[config.mk]
export PLATFORM = sky130hd
export DESIGN_NAME = rotor_substitution_stepper
export DESIGN_NICKNAME = d
export VERILOG_FILES = /design/src/rss_pkg.sv /design/src/rotor_substitution_stepper.sv
export VERILOG_INCLUDE_DIRS = /design/src /design/src/src
export SDC_FILE = /design/constraint.sdc
export NUM_CORES = 1
export LEC_CHECK = 0
export ABC_AREA = 1
export BUFFER_PORTS_ARGS = -buffer_cell sky130_fd_sc_hd__buf_2
export CORE_AREA = 5 5 192 157
export CTS_BUF_LIST = sky130_fd_sc_hd__clkbuf_2
export DETAILED_ROUTE_END_ITERATION = 12
export DIE_AREA = 0 0 197 162
export GPL_ROUTABILITY_DRIVEN = 0
export GPL_TIMING_DRIVEN = 0
export HOLD_SLACK_MARGIN = 0.06
export PLACE_DENSITY_LB_ADDON = 0.12
export SLEW_MARGIN = 0
export SYNTH_ARGS = -nofsm -noshare
export SYNTH_HDL_FRONTEND = slang
export SYNTH_SLANG_ARGS = --single-unit
export TNS_END_PERCENT = 5
[constraint.sdc]
create_clock -name i_clk -period 3.4 [get_ports i_clk]
set_input_delay 0.51 -clock i_clk [delete_from_list [all_inputs] [get_ports i_clk]]
set_output_delay 0.51 -clock i_clk [all_outputs]
set_load 0.005 [all_outputs]
[src/rotor_substitution_stepper_assert.svh]
// Assertion macros for the rotor substitution stepper.
`ifndef ROTOR_SUBSTITUTION_STEPPER_ASSERT_SVH
`define ROTOR_SUBSTITUTION_STEPPER_ASSERT_SVH

// Consequent must hold in the same cycle as the antecedent.
`define RSS_ASSERT_NOW(label, clk, rst_n, ante, cons) \
    label: assert property (@(posedge clk) disable iff (!(rst_n)) (ante) |-> (cons)) \
        else $error("rotor stepper check failed");

// Consequent must hold in the cycle after the antecedent.
`define RSS_ASSERT_NEXT(label, clk, rst_n, ante, cons) \
    label: assert property (@(posedge clk) disable iff (!(rst_n)) (ante) |=> (cons)) \
        else $error("rotor stepper check failed");

`endif

[src/rss_pkg.sv]
// Types and constants shared by the rotor substitution stepper.
package rss_pkg;

    localparam int ALPHA_N   = 26;
    localparam int LETTER_W  = 5;
    localparam int NOTCH_W   = 26;
    localparam int CFG_W     = 26;

    localparam logic [LETTER_W-1:0] LAST_LETTER = LETTER_W'(ALPHA_N - 1);
    localparam logic [LETTER_W-1:0] ALPHA_N5    = LETTER_W'(ALPHA_N);
    localparam logic [LETTER_W:0]   ALPHA_N6    = (LETTER_W+1)'(ALPHA_N);
    localparam logic [LETTER_W:0]   ALPHA_2N6   = (LETTER_W+1)'(2 * ALPHA_N);

    typedef enum logic [1:0] {
        MODE_LOAD = 2'd0,
        MODE_FWD  = 2'd1,
        MODE_REV  = 2'd2,
        MODE_STEP = 2'd3
    } t_mode;

    typedef enum logic [1:0] {
        ST_OK    = 2'd0,
        ST_RANGE = 2'd1,
        ST_DUP   = 2'd2
    } t_status;

    typedef enum logic {
        REG_START_POSITION = 1'b0,
        REG_NOTCH_MASK     = 1'b1
    } t_cfg_reg;

    typedef struct packed {
        logic [1:0]          mode;
        logic [LETTER_W-1:0] letter;
        logic [LETTER_W-1:0] wiring_value;
    } t_in_word;

    typedef struct packed {
        logic [LETTER_W-1:0] letter_out;
        logic                at_notch;
        logic [1:0]          status;
    } t_out_word;

    // Reduce a value below 2N into 0..N-1.
    function automatic logic [LETTER_W-1:0] fold_once(input logic [LETTER_W:0] v);
        logic [LETTER_W:0] r;
        r = (v >= ALPHA_N6) ? (v - ALPHA_N6) : v;
        return r[LETTER_W-1:0];
    endfunction

endpackage

[src/rotor_substitution_stepper.sv]
// Rotor substitution stepper: wiring memories, rotation offset and result pipeline.
//
//  channel   direction  handshake                    payload
//  in        sink       i_in_valid / o_in_ready      i_in_word  (t_in_word)
//  out       source     o_out_valid / i_out_ready    o_out_word (t_out_word)
//  cfg       sink       i_cfg_we                     i_cfg_idx, i_cfg_data
//
// One word per cycle while the output is not stalled; each accepted word passes
// through the memory read stage, then the output register. Loads write both
// wiring memories and the inverse valid bits at acceptance, so a following map
// sees them. Synchronous active-low reset clears the offset, registers, valid
// bits and pipeline; the wiring memories are not cleared. A stalled output
// holds the read stage, and o_in_ready drops only when both stages are full.
`include "rotor_substitution_stepper_assert.svh"

module rotor_substitution_stepper
    import rss_pkg::*;
(
    input  logic                i_clk,
    input  logic                i_rst_n,
    input  logic                i_in_valid,
    output logic                o_in_ready,
    input  t_in_word            i_in_word,
    output logic                o_out_valid,
    input  logic                i_out_ready,
    output t_out_word           o_out_word,
    input  logic                i_cfg_we,
    input  logic                i_cfg_idx,
    input  logic [CFG_W-1:0]    i_cfg_data
);

    // Architectural state
    logic [LETTER_W-1:0] r_offset;
    logic [NOTCH_W-1:0]  r_notch_mask;
    logic [ALPHA_N-1:0]  r_inv_valid;
    logic [LETTER_W-1:0] r_fwd_mem [ALPHA_N];
    logic [LETTER_W-1:0] r_inv_mem [ALPHA_N];

    // Read stage
    logic                r_s1_valid;
    t_mode               r_s1_mode;
    logic [LETTER_W-1:0] r_s1_offset;
    logic                r_s1_notch;
    t_status             r_s1_status;
    logic                r_s1_inv_hit;
    logic [LETTER_W-1:0] r_fwd_rd;
    logic [LETTER_W-1:0] r_inv_rd;

    // Output stage
    logic                r_out_valid;
    t_out_word           r_out_word;

    logic                accept;
    logic                s1_advance;
    t_mode               in_mode;
    logic [LETTER_W:0]   idx_sum;
    logic [LETTER_W-1:0] idx;
    logic                in_range;
    logic                dup_hit;
    logic                load_ok;
    t_status             in_status;
    logic [LETTER_W-1:0] offset_step;
    logic [LETTER_W-1:0] offset_after;
    logic                notch_after;
    logic [LETTER_W-1:0] n_offset;
    logic [LETTER_W-1:0] map_raw;
    logic [LETTER_W-1:0] map_val;
    logic [LETTER_W-1:0] map_res;
    t_out_word           n_out_word;

    assign s1_advance  = r_s1_valid && (!r_out_valid || i_out_ready);
    assign o_in_ready  = !r_s1_valid || s1_advance;
    assign accept      = i_in_valid && o_in_ready;
    assign o_out_valid = r_out_valid;
    assign o_out_word  = r_out_word;

    // Decode and address stage
    always_comb begin
        in_mode = t_mode'(i_in_word.mode);
        idx_sum = {1'b0, i_in_word.letter} + {1'b0, r_offset};
        if (idx_sum >= ALPHA_2N6) begin
            idx = LETTER_W'(idx_sum - ALPHA_2N6);
        end else begin
            idx = fold_once(idx_sum);
        end
        in_range = (i_in_word.wiring_value < ALPHA_N5) && (i_in_word.letter < ALPHA_N5);
        dup_hit  = in_range && r_inv_valid[i_in_word.wiring_value];
        load_ok  = (in_mode == MODE_LOAD) && in_range && !dup_hit;
        if (in_mode != MODE_LOAD) begin
            in_status = ST_OK;
        end else if (!in_range) begin
            in_status = ST_RANGE;
        end else if (dup_hit) begin
            in_status = ST_DUP;
        end else begin
            in_status = ST_OK;
        end
        offset_step  = (r_offset == LAST_LETTER) ? '0 : r_offset + 1'b1;
        offset_after = (in_mode == MODE_STEP) ? offset_step : r_offset;
        notch_after  = (offset_after < ALPHA_N5) ? r_notch_mask[offset_after] : 1'b0;
    end

    // Offset: a start position write wins over a step
    always_comb begin
        n_offset = r_offset;
        if (i_cfg_we && (t_cfg_reg'(i_cfg_idx) == REG_START_POSITION)) begin
            n_offset = fold_once({1'b0, i_cfg_data[LETTER_W-1:0]});
        end else if (accept && (in_mode == MODE_STEP)) begin
            n_offset = offset_step;
        end
    end

    always_ff @(posedge i_clk) begin
        if (!i_rst_n) begin
            r_offset     <= '0;
            r_notch_mask <= '0;
            r_inv_valid  <= '0;
        end else begin
            r_offset <= n_offset;
            if (i_cfg_we) begin
                unique case (t_cfg_reg'(i_cfg_idx))
                    REG_START_POSITION: ;
                    REG_NOTCH_MASK:     r_notch_mask <= i_cfg_data[NOTCH_W-1:0];
                endcase
            end
            if (accept && load_ok) begin
                r_inv_valid[i_in_word.wiring_value] <= 1'b1;
            end
        end
    end

    // Wiring memories: write on an accepted load, read on every accepted word
    always_ff @(posedge i_clk) begin
        if (accept && load_ok) begin
            r_fwd_mem[i_in_word.letter]       <= i_in_word.wiring_value;
            r_inv_mem[i_in_word.wiring_value] <= i_in_word.letter;
        end
        if (accept) begin
            r_fwd_rd <= r_fwd_mem[idx];
            r_inv_rd <= r_inv_mem[idx];
        end
    end

    // Read stage sideband
    always_ff @(posedge i_clk) begin
        if (!i_rst_n) begin
            r_s1_valid <= 1'b0;
        end else begin
            r_s1_valid <= accept || (r_s1_valid && !s1_advance);
        end
        if (accept) begin
            r_s1_mode    <= in_mode;
            r_s1_offset  <= r_offset;
            r_s1_notch   <= notch_after;
            r_s1_status  <= in_status;
            r_s1_inv_hit <= r_inv_valid[idx];
        end
    end

    // Undo the rotation on the looked-up letter
    always_comb begin
        if (r_s1_mode == MODE_FWD) begin
            map_raw = r_fwd_rd;
        end else begin
            map_raw = r_s1_inv_hit ? r_inv_rd : '0;
        end
        map_val = fold_once({1'b0, map_raw});
        map_res = fold_once({1'b0, map_val} + ALPHA_N6 - {1'b0, r_s1_offset});
        n_out_word.at_notch = r_s1_notch;
        n_out_word.status   = r_s1_status;
        unique case (r_s1_mode)
            MODE_FWD, MODE_REV:   n_out_word.letter_out = map_res;
            MODE_LOAD, MODE_STEP: n_out_word.letter_out = '0;
        endcase
    end

    always_ff @(posedge i_clk) begin
        if (!i_rst_n) begin
            r_out_valid <= 1'b0;
        end else begin
            r_out_valid <= s1_advance || (r_out_valid && !i_out_ready);
        end
        if (s1_advance) begin
            r_out_word <= n_out_word;
        end
    end

    `RSS_ASSERT_NOW(a_offset_in_range, i_clk, i_rst_n, 1'b1, r_offset < ALPHA_N5)
    `RSS_ASSERT_NEXT(a_step_advances, i_clk, i_rst_n,
        accept && (in_mode == MODE_STEP) && !i_cfg_we,
        r_offset == (($past(r_offset) == LAST_LETTER) ? '0 : $past(r_offset) + 1'b1))
    `RSS_ASSERT_NEXT(a_load_marks_target, i_clk, i_rst_n,
        accept && load_ok, r_inv_valid[$past(i_in_word.wiring_value)])
    `RSS_ASSERT_NOW(a_full_blocks_input, i_clk, i_rst_n,
        r_s1_valid && r_out_valid && !i_out_ready, !o_in_ready)

endmodule
======== Yosys cells after proc, flatten, opt, wreduce, memory -nomap -nowiden ========
Memory sizes are Yosys's and may differ from the RTL's. A register that Yosys moved wholly into a read port is not among the register bits.
Cells that the tools add are included.
word-level totals
  register bits ........................... 78
  bits in latches ......................... 0
  bits in writable memories ............... 260
  memory bits (read-only) ................. 0
  input bits .............................. 44
  memories ................................ 2
cells by class
  $add $sub $neg .......................... 9
  multiply operators ...................... 0
  div/mod/pow operators ................... 0
  order comparisons ....................... 12
  equal/unequal tests ..................... 5
  shift operators ......................... 0
  mux-type cells .......................... 24
  bitwise operators ....................... 3
  reductions and logical operators ........ 29
memory list
  name       depth  width  rd ports  clocked after Yosys merged registers in  wr ports  RTL line                          source
  r_fwd_mem  26     5      1         1                                        1         rotor_substitution_stepper.sv:36  logic [LETTER_W-1:0] r_fwd_mem [ALPHA_N];
  r_inv_mem  26     5      1         1                                        1         rotor_substitution_stepper.sv:37  logic [LETTER_W-1:0] r_inv_mem [ALPHA_N];
operators by type and width
  kind                 number
  $mux 5               11
  $or 26x26->26        1
  $sub 5x5->5 const B  5
  $lt 5x6->1 const B   3
  $bmux 1 s5           3
  $lt 5x5->1 const B   3
  $ge 6x5->1 const B   2
  $logic_and 1x1->1    12
  $ge 5x5->1 const B   2
  $pmux 5 s2           1
  $mux 1               7
  $add 5x5->6          1
  $add 5x5->6 const B  1
  $eq 2x2->1 const B   3
  $ge 6x6->1 const B   1
  $reduce_or 2->1      3
  $sub 6x5->6          1
  $add 5x1->5 const B  1
  $demux 1 s5          1
  $eq 5x5->1 const B   1
  $ge 5x1->1 const B   1
  $logic_not 1->1      5
  $logic_not 2->1      2
  $logic_or 1x1->1     4
  5 further kinds      7

======== Longest topological paths before layout ========
Gate-level depths: netlist of run 1.
  word-level depth ........................ 9
  depth in mapped cells ................... 27
  mapped depth without buffers ............ 27

======== Least setup slack after synthesis of run 1 ========
Ideal clock, no wire load.
  kind .................................... reg2reg
  start point ............................. register r_s1_mode[0]
  end point ............................... register r_out_word, in the netlist o_out_word[6], data pin
  setup time .............................. 0.259 ns
  arrival ................................. 3.415 ns
  required time ........................... 3.141 ns
  slack ................................... -0.275 ns
  cell stages (with the launch flop) ...... 25
  period minus slack after synthesis ...... 3.675 ns
  cells stage by stage .................... edfxtp_1 > ha_1 > inv_1 > nand2_1 > inv_1 > a22oi_1 > ha_1 > a21oi_1 > nand2_1 > xor2_1 > ha_1 > inv_1 > ha_1 > fa_1 > nand2_1 > nand2_1 > a21oi_1 > xor2_1 > nand3_1 > o31ai_1 > nand2_1 > nand2_1 > inv_1 > nor3_1 > nor3_1
on the way
  cells in the longest elaborated chain, start to end .. 9
  elaborated cells between the ends (all ways) .. 16
  classes of those cells .................. 4 x add/sub; 2 x order compare; 3 x eq/ne; 4 x mux; 3 x reduce/logical
RTL lines
  what                                              RTL line                                                              source
  from (decl)                                       rotor_substitution_stepper.sv:41                                      t_mode r_s1_mode;
  from (signal assigned)                            rotor_substitution_stepper.sv:152                                     r_s1_mode <= in_mode;
  $eq 2x1->1                                        rotor_substitution_stepper.sv:162, rotor_substitution_stepper.sv:171
  $mux 5                                            rotor_substitution_stepper.sv:162                                     if (r_s1_mode == MODE_FWD) begin
  $sub 5x5->5 / $ge 5x5->1 (equally long branches)  rss_pkg.sv:47                                                         r = (v >= ALPHA_N6) ? (v - ALPHA_N6) : v;
  $mux 5                                            rss_pkg.sv:47
  $add 5x5->6                                       rotor_substitution_stepper.sv:168                                     map_res = fold_once({1'b0, map_val} + ALPHA_N6 - {1'b0, r_s1_offset});
  $sub 6x5->6                                       rotor_substitution_stepper.sv:168
  $sub 5x5->5 / $ge 6x5->1 (equally long branches)  rss_pkg.sv:47
  $mux 5                                            rss_pkg.sv:47
  $pmux 5 s2 (*)                                    rotor_substitution_stepper.sv:171                                     unique case (r_s1_mode)
  to (signal assigned)                              rotor_substitution_stepper.sv:184                                     r_out_word <= n_out_word;
  to (decl)                                         rotor_substitution_stepper.sv:51                                      t_out_word r_out_word;
Mark *: on every way between the ends. The rest lies on a longest branch, timed or not.
A chain may end at the register's enable or synchronous reset.

======== Worst setup path after layout of run 1 ========
  start point ............................. register r_s1_mode[0]
  end point ............................... register r_out_word, in the netlist o_out_word[5], data pin
The elaborated chain is that of the path after synthesis.

==> results.sh, run 1 <==
export IMPL_post_drt_via_cell_ratio=5.742
export IMPL_cp_end_kind="flip-flop"
export IMPL_io_buffers=53
export IMPL_whs_path_depth=6
export IMPL_routed_wl_um=45610
export IMPL_grt_max_degree=33
export IMPL_fillCellCount=2241
export IMPL_clockBufferDepth=3
export IMPL_holdPathEnd="r_offset[4]$_SDFFE_PN0P_"
export IMPL_ys_seq_area_share_pct=61.93
export IMPL_first_iter_violations=1541
export IMPL_rsz0062_at_grt="yes"
export IMPL_maxSlewViolCount=0
export IMPL_r2r_end="o_out_word[5]$_SDFFCE_PP0P_"
export IMPL_synth_seq_cells=348
export IMPL_hold_class="input port to flip-flop"
export IMPL_crit_fanout=5
export IMPL_layout_drive_gt1_share_pct=19.16
export IMPL_syn_area_um2=15920
export IMPL_period_needed_ps=3822
export IMPL_dr_pass1_iters=6
export IMPL_reg2reg_slack_ps=-420
export IMPL_synth_top_area_share_pct=54.51
export IMPL_start_util_pct=56.98
export IMPL_leakage_uw=0.007673
export IMPL_layout_commonest_cell="nand2_1"
export IMPL_io_pins=54
export IMPL_skew_ps=57.00
export IMPL_max_cap_viol_count=0
export IMPL_h_tree_depth=3
export IMPL_grt_pass1_vias=12390
export IMPL_wire_per_inst_um=20.56
export IMPL_syn_inst=1560
export IMPL_yosysUniqueCellTypes=43
export IMPL_grt_use_total_pct=28.10
export IMPL_worstSetupPathType="flip-flop to flip-flop"
export IMPL_synth_area_leaders="edfxtp_1 (55%), nand2_1 (7.8%), dfxtp_1 (7.4%)"
export IMPL_fin_crit_sh_pct=112.4
export IMPL_reg2regPathDepth=22
export IMPL_violations="negative setup slack"
export IMPL_hp_start="i_cfg_we"
export IMPL_dpl_instance_area_um2=16690
export IMPL_reg2reg_from="r_s1_mode[0]$_DFFE_PP_"
export IMPL_overflow=0
export IMPL_row_count=55
export IMPL_seqPwrFrac_pct=42.0
export IMPL_syn_area_per_cell_um2=10.21
export IMPL_hold_viol_final=0
export IMPL_layout_common_cells="nand2_1 (322), edfxtp_1 (289), nand3_1 (176)"
export IMPL_p_int_uw=7398
export IMPL_final_area_um2=18770
export IMPL_ant_nets=0
export IMPL_post_route_drc_count=0
export IMPL_via_count=12740
export IMPL_switching_share_pct=35.61
export IMPL_worstPathArrival_ps=4560
export IMPL_p_clk_share_pct=25.1
export IMPL_whs_ps=147.9
export IMPL_required_ps=4140
export IMPL_cts_root_buf="clkbuf_2"
export IMPL_syn2layout_area_growth_pct=17.90
export IMPL_cts_sinks=348
export IMPL_max_slew_margin_pct=38.43
export IMPL_place_hpwl_um=29490
export IMPL_yosys_warnings=0
export IMPL_nNetsFinal=1859
export IMPL_status="finished, violations left"
export IMPL_antenna_found_initial=2
export IMPL_peakVddDrop_mv=0.5831
export IMPL_path_clk_slew_ps=100
export IMPL_p_sw_uw=4091
export IMPL_core_um2=27940
export IMPL_yosys_area_top_type="edfxtp_1"
export IMPL_die_x_um=197
export IMPL_grt_pass1_wl_um=68490
export IMPL_design_die_area_um2=31910
export IMPL_power_density_nw_per_um2=612.1
export IMPL_cp_start_kind="flip-flop"
export IMPL_total_power_uw=11490
export IMPL_setup_viol_count_final=10
export IMPL_clock_latency_ps=940
export IMPL_fin_ws_ps=-422.1
export IMPL_comb_power_share_pct=32.9
export IMPL_max_freq_ghz=0.2616
export IMPL_tightest_slew_ps=923.5
export IMPL_cts_tree="yes"
export IMPL_die_h_um=162
export IMPL_synth_nets=1632
export IMPL_cts_buffers=85
-- sequential cells by signal (all words and copies together), names as in the netlist, 8 cells and up --
name,flops
r_fwd_mem,130
r_inv_mem,130
r_inv_valid,26
r_notch_mask,26
o_out_word,8
-- Yosys cell counts, drive strengths merged --
master	count
a211oi	3
a21o	1
a21oi	73
a221oi	1
a22oi	6
a31oi	3
a41oi	1
and2	1
and3	2
buf	44
clkbuf	30
clkinv	1
dfxtp	59
edfxtp	289
fa	2
ha	26
inv	130
mux2i	60
nand2	341
nand3	200
nand4	14
nor2	135
nor3	11
o211ai	1
o21ai	102
o21bai	1
o221ai	1
o22ai	13
o31ai	2
or2	1
xnor2	2
xor2	4
-- area by class of cell --
cell class              count  area, um2  share of cell area (%)
flip-flops and latches    348       9869                   52.58
multi-input cells        1007       5492                   29.26
repair buffers            140       1134                   6.040
clock buffers             128      640.6                   3.413
plain buffers              74      508.0                   2.706
inverters                 131      496.7                   2.646
well taps                 370      462.9                   2.466
clock inverters            20      163.9                  0.8733
diodes                      1      2.502                 0.01333
-- worst max path at each step --
stage | cells past startpoint | from | slack (ps) | endpoint
3_3_place_gp | 20 | i_in_word[6] | -1280 | r_fwd_rd[2]$_DFFE_PP_
2_1_floorplan | 25 | r_s1_mode[0]$_DFFE_PP_ | -120 | o_out_word[6]$_SDFFCE_PP0P_
6_report | 22 | r_s1_mode[0]$_DFFE_PP_ | -420 | o_out_word[5]$_SDFFCE_PP0P_
3_5_place_dp | 20 | i_in_word[6] | -1340 | r_fwd_rd[3]$_DFFE_PP_
5_1_grt | 26 | r_s1_mode[1]$_DFFE_PP_ | -610 | o_out_word[6]$_SDFFCE_PP0P_
4_1_cts | 23 | r_s1_mode[0]$_DFFE_PP_ | -400 | o_out_word[6]$_SDFFCE_PP0P_
-- logic make-up (layout without fill, tap and decap cells) --
group	count (synthesis)	in the layout	share of synthesized area [%]
compound gates	208	208	6.955
xor+xnor	6	6	0.3301
fa+ha+maj	28	28	2.295
buf+inv	205	493	5.627
flops	348	348	61.93
mux	60	60	3.772
other cells	0	1	0
simple gates	705	705	19.09
-- through the flow --
stage,worst slack (ps),TNS (ps),cells,utilization [%]
final,-422.1,-1524,2219,67.18
after global routing,-612.3,-5224,2219,67.18
after CTS,-402.4,-2361,2197,65.15
after detailed placement,-1337,-96900,1983,59.72
after global placement,-1280,-86590,1983,59.72
after floorplan,-121.5,-210.4,1560,-
-- metal layers --
metal  wire length [um]  vias up  GRT usage [%]
li1                   -     5911              -
met1              18910     5995          39.72
met2              20270      701          42.69
met3               4941      132          6.595
met4               1474        2          10.74
met5                  9        -              0
-- timing repair --
item,4_1_cts,5_1_grt
endpoints found under the setup margin,15,138
hold buffers,60,0
setup buffers,6,20
hold endpoints to repair,48,0
pin swaps,14,28
gates cloned,0,2
resized for setup,20,110
-- worst max-delay path: stages (launching register included) --
cell and delay (ps):
edfxtp_1 430, ha_4 200, buf_6 130, a22oi_2 230
nand3_1 120, a21oi_2 190, nand2_2 90, xor2_1 160
ha_1 300, inv_2 50, ha_4 160, fa_2 350
nand2_2 80, nand2_2 70, a21oi_4 140, xor2_2 170
nand3_2 90, o31ai_2 80, nand2_1 100, nand2_2 130
buf_6 130, nor2_2 40, a211oi_2 220
-- power by group through the flow --
stage	Combinational (uW)	Clock [uW]	Sequential (uW)
6_report	3780	2890	4830
5_1_grt	4030	3150	4840
4_1_cts	3100	2930	4820
3_5_place_dp	2870	0	4920
3_3_place_gp	2820	0	4910
2_1_floorplan	1940	0	4910
No activity file was read; power rests on OpenSTA's default activity.
==> inputs of run 2 (changes only) <==
--- a/config.mk
+++ b/config.mk
@@ -16,7 +16,8 @@
 export GPL_TIMING_DRIVEN = 0
 export HOLD_SLACK_MARGIN = 0.06
 export PLACE_DENSITY_LB_ADDON = 0.12
-export SLEW_MARGIN = 0
+export RECOVER_POWER = 100
+export SLEW_MARGIN = 20
 export SYNTH_ARGS = -nofsm -noshare
 export SYNTH_HDL_FRONTEND = slang
 export SYNTH_SLANG_ARGS = --single-unit
==> results.sh, run 2 (same netlist as run 1, synthesis figures left out) <==
export IMPL_status="finished, violations left"
export IMPL_violations="max-capacitance violations, max-slew violations, negative setup slack"
export IMPL_crit_buf_inv=3
export IMPL_total_power_uw=11480
export IMPL_clock_latency_ps=940
export IMPL_final_area_um2=18710
export IMPL_place_hpwl_um=29490
export IMPL_nNetsFinal=1859
export IMPL_design_die_area_um2=31910
export IMPL_power_density_nw_per_um2=613.3
export IMPL_worst_path_stages=22
export IMPL_io_pins=54
export IMPL_hold_viol_final=0
export IMPL_max_slew_margin_pct=-18.97
export IMPL_cts_sinks=348
export IMPL_worstSetupPathType="flip-flop to flip-flop"
export IMPL_tightest_slew_ps=1784
export IMPL_fin_ws_ps=-425.3
export IMPL_cts_root_buf="clkbuf_2"
export IMPL_p_int_uw=7393
export IMPL_start_util_pct=56.98
export IMPL_cts_tree="yes"
export IMPL_via_count=12760
export IMPL_cpMaxStageDelayCell="edfxtp_1"
export IMPL_post_drt_via_cell_ratio=5.749
export IMPL_row_count=55
export IMPL_ant_nets=0
export IMPL_grt_util_met3_pct=6.595
export IMPL_p_clk_share_pct=25.1
export IMPL_critPathMostFrequentCell="nand2_2"
export IMPL_period_needed_ps=3825
export IMPL_die_x_um=197
export IMPL_use_met2_pct=42.69
export IMPL_reg2regPathDepth=22
export IMPL_grt_use_total_pct=28.10
export IMPL_reg2reg_from="r_s1_mode[0]$_DFFE_PP_"
export IMPL_max_freq_ghz=0.2614
export IMPL_comb_power_share_pct=32.8
export IMPL_cp_top_family="adder cells"
export IMPL_layout_commonest_cell="nand2_1"
export IMPL_post_route_drc_count=0
export IMPL_routed_wl_um=45610
export IMPL_antenna_found_initial=2
export IMPL_first_iter_violations=1569
export IMPL_setup_worst_path_start="r_s1_mode[0]$_DFFE_PP_"
export IMPL_top_usage_layer="met2"
export IMPL_p_sw_uw=4083
export IMPL_reg_top3="r_fwd_mem (130), r_inv_mem (130)"
export IMPL_core_um2=27940
export IMPL_path_clk_slew_ps=100
export IMPL_final_util_pct=66.98
export IMPL_wire_per_inst_um=20.55
export IMPL_reg2reg_slack_ps=-430
export IMPL_cts_buffers=85
export IMPL_h_tree_depth=3
export IMPL_skew_ps=44.39
export IMPL_fin_crit_sh_pct=112.5
export IMPL_setup_viol_count_final=101
export IMPL_clockBufferDepth=3
export IMPL_layout_drive_gt1_share_pct=18.07
export IMPL_syn2layout_area_growth_pct=17.54
export IMPL_max_cap_viol_count=3
export IMPL_endpoint="o_out_word[5]$_SDFFCE_PP0P_"
export IMPL_grt_pass1_vias=12390
export IMPL_seqPwrFrac_pct=42.1
export IMPL_cp_end_kind="flip-flop"
export IMPL_grt_pass1_wl_um=68490
export IMPL_peakVddDrop_mv=0.5837
export IMPL_cp_start_kind="flip-flop"
export IMPL_overflow=0
export IMPL_max_stage_delay_ps=430
export IMPL_layout_common_cells="nand2_1 (322), edfxtp_1 (289), nand3_1 (176)"
export IMPL_grt_max_degree=33
export IMPL_leakage_uw=0.007615
export IMPL_r2r_end="o_out_word[5]$_SDFFCE_PP0P_"
export IMPL_rsz0062_at_grt="yes"
export IMPL_hold_class="input port to flip-flop"
export IMPL_die_h_um=162
export IMPL_crit_chain="ha_4, buf_6, a22oi_2, nand3_1, a21oi_2, nand2_2, xor2_1, ha_1, inv_2, ha_4, fa_2, nand2_2, nand2_2, a21oi_4, xor2_2, nand3_2, o31ai_2, nand2_1, nand2_2, buf_6, nor2_2, a211oi_2"
export IMPL_required_ps=4150
export IMPL_met1_usage_pct=39.72
export IMPL_dr_pass1_iters=6
export IMPL_io_buffers=53
export IMPL_worstPathArrival_ps=4570
export IMPL_switching_share_pct=35.58
export IMPL_setup_tns_ps=-8632
export IMPL_maxSlewViolCount=97
export IMPL_crit_fanout=5
export IMPL_dpl_instance_area_um2=16690
==> run 2: changes by cell type in the layout (fill, tap and decap cells not counted), moves of 2 or more <==
cell,previous run,this run
dfxtp_1,55,59
nor2_2,13,11
clkbuf_1,28,40
buf_6,17,14
dfxtp_4,2,0
buf_2,63,52
nor2_1,121,123
dfxtp_2,2,0
==> run 2: layer usage <==
| layer | routed length [um] | vias up |
|---|---|---|
| met5 | 9 | - |
| met4 | 1440 | 2 |
| met3 | 4921 | 118 |
| met2 | 20350 | 669 |
| met1 | 18890 | 6066 |
| li1 | - | 5903 |
==> run 2: cell type report <==
| type | count | area (um2) |
|---|---|---|
| sequential | 348 | 9859 |
| fill | 2255 | 9226 |
| multi-input combinational | 1007 | 5480 |
| timing repair buffer | 140 | 1120 |
| clock buffer | 128 | 640.6 |
| inverter | 131 | 496.7 |
| buffer | 74 | 486.7 |
| tap | 370 | 462.9 |
| clock inverter | 20 | 163.9 |
| antenna | 1 | 2.502 |
==> run 2: through the flow <==
stage | hold WS [ps] | instances | setup WS, ps
6_report | 155.0 | 2219 | -425.3
5_1_grt | 89.66 | 2219 | -612.3
4_1_cts | 61.94 | 2197 | -402.4
3_5_place_dp | 404.5 | 1983 | -1337
3_3_place_gp | 403.2 | 1983 | -1280
2_1_floorplan | 400.3 | 1560 | -121.5
==> run 2: worst min-delay path by stage <==
stage	from	to	slack, ps	cells after the start
3_3_place_gp	r_s1_notch$_SDFFCE_PP0P_	o_out_word[2]$_DFFE_PP_	400	0
2_1_floorplan	r_s1_status[0]$_SDFFCE_PP0P_	o_out_word[0]$_DFFE_PP_	400	0
3_5_place_dp	r_s1_notch$_SDFFCE_PP0P_	o_out_word[2]$_DFFE_PP_	400	0
5_1_grt	i_in_word[0]	r_fwd_mem[1][0]$_DFFE_PP_	90	1
4_1_cts	i_in_word[0]	r_fwd_mem[1][0]$_DFFE_PP_	60	1
6_report	i_cfg_we	r_offset[4]$_SDFFE_PN0P_	150	6
==> run 2: power groups by stage <==
| stage | logic [uW] | clock network (uW) | registers (uW) |
|---|---|---|---|
| 2_1_floorplan | 1940 | 0 | 4910 |
| 3_3_place_gp | 2820 | 0 | 4910 |
| 3_5_place_dp | 2870 | 0 | 4920 |
| 4_1_cts | 3100 | 2930 | 4820 |
| 5_1_grt | 4030 | 3150 | 4840 |
| 6_report | 3770 | 2880 | 4830 |
==> run 2: timing repair <==
action / 4_1_cts / 5_1_grt
endpoints found under the setup margin: 15 / 138
hold buffers: 60 / 0
pin swaps: 14 / 28
endpoints found under the hold margin: 48 / 0
resized for setup: 20 / 110
setup buffers: 6 / 20
gates cloned: 0 / 2
==> run 2: worst reg2reg max path, cell delays in order (launching register included) <==
cell and delay (ps):
edfxtp_1 430, ha_4 200, buf_6 130, a22oi_2 230, nand3_1 120, a21oi_2 190
nand2_2 90, xor2_1 160, ha_1 300, inv_2 50, ha_4 160, fa_2 350
nand2_2 80, nand2_2 70, a21oi_4 140, xor2_2 180, nand3_2 90, o31ai_2 80
nand2_1 100, nand2_2 130, buf_6 130, nor2_2 40, a211oi_2 220
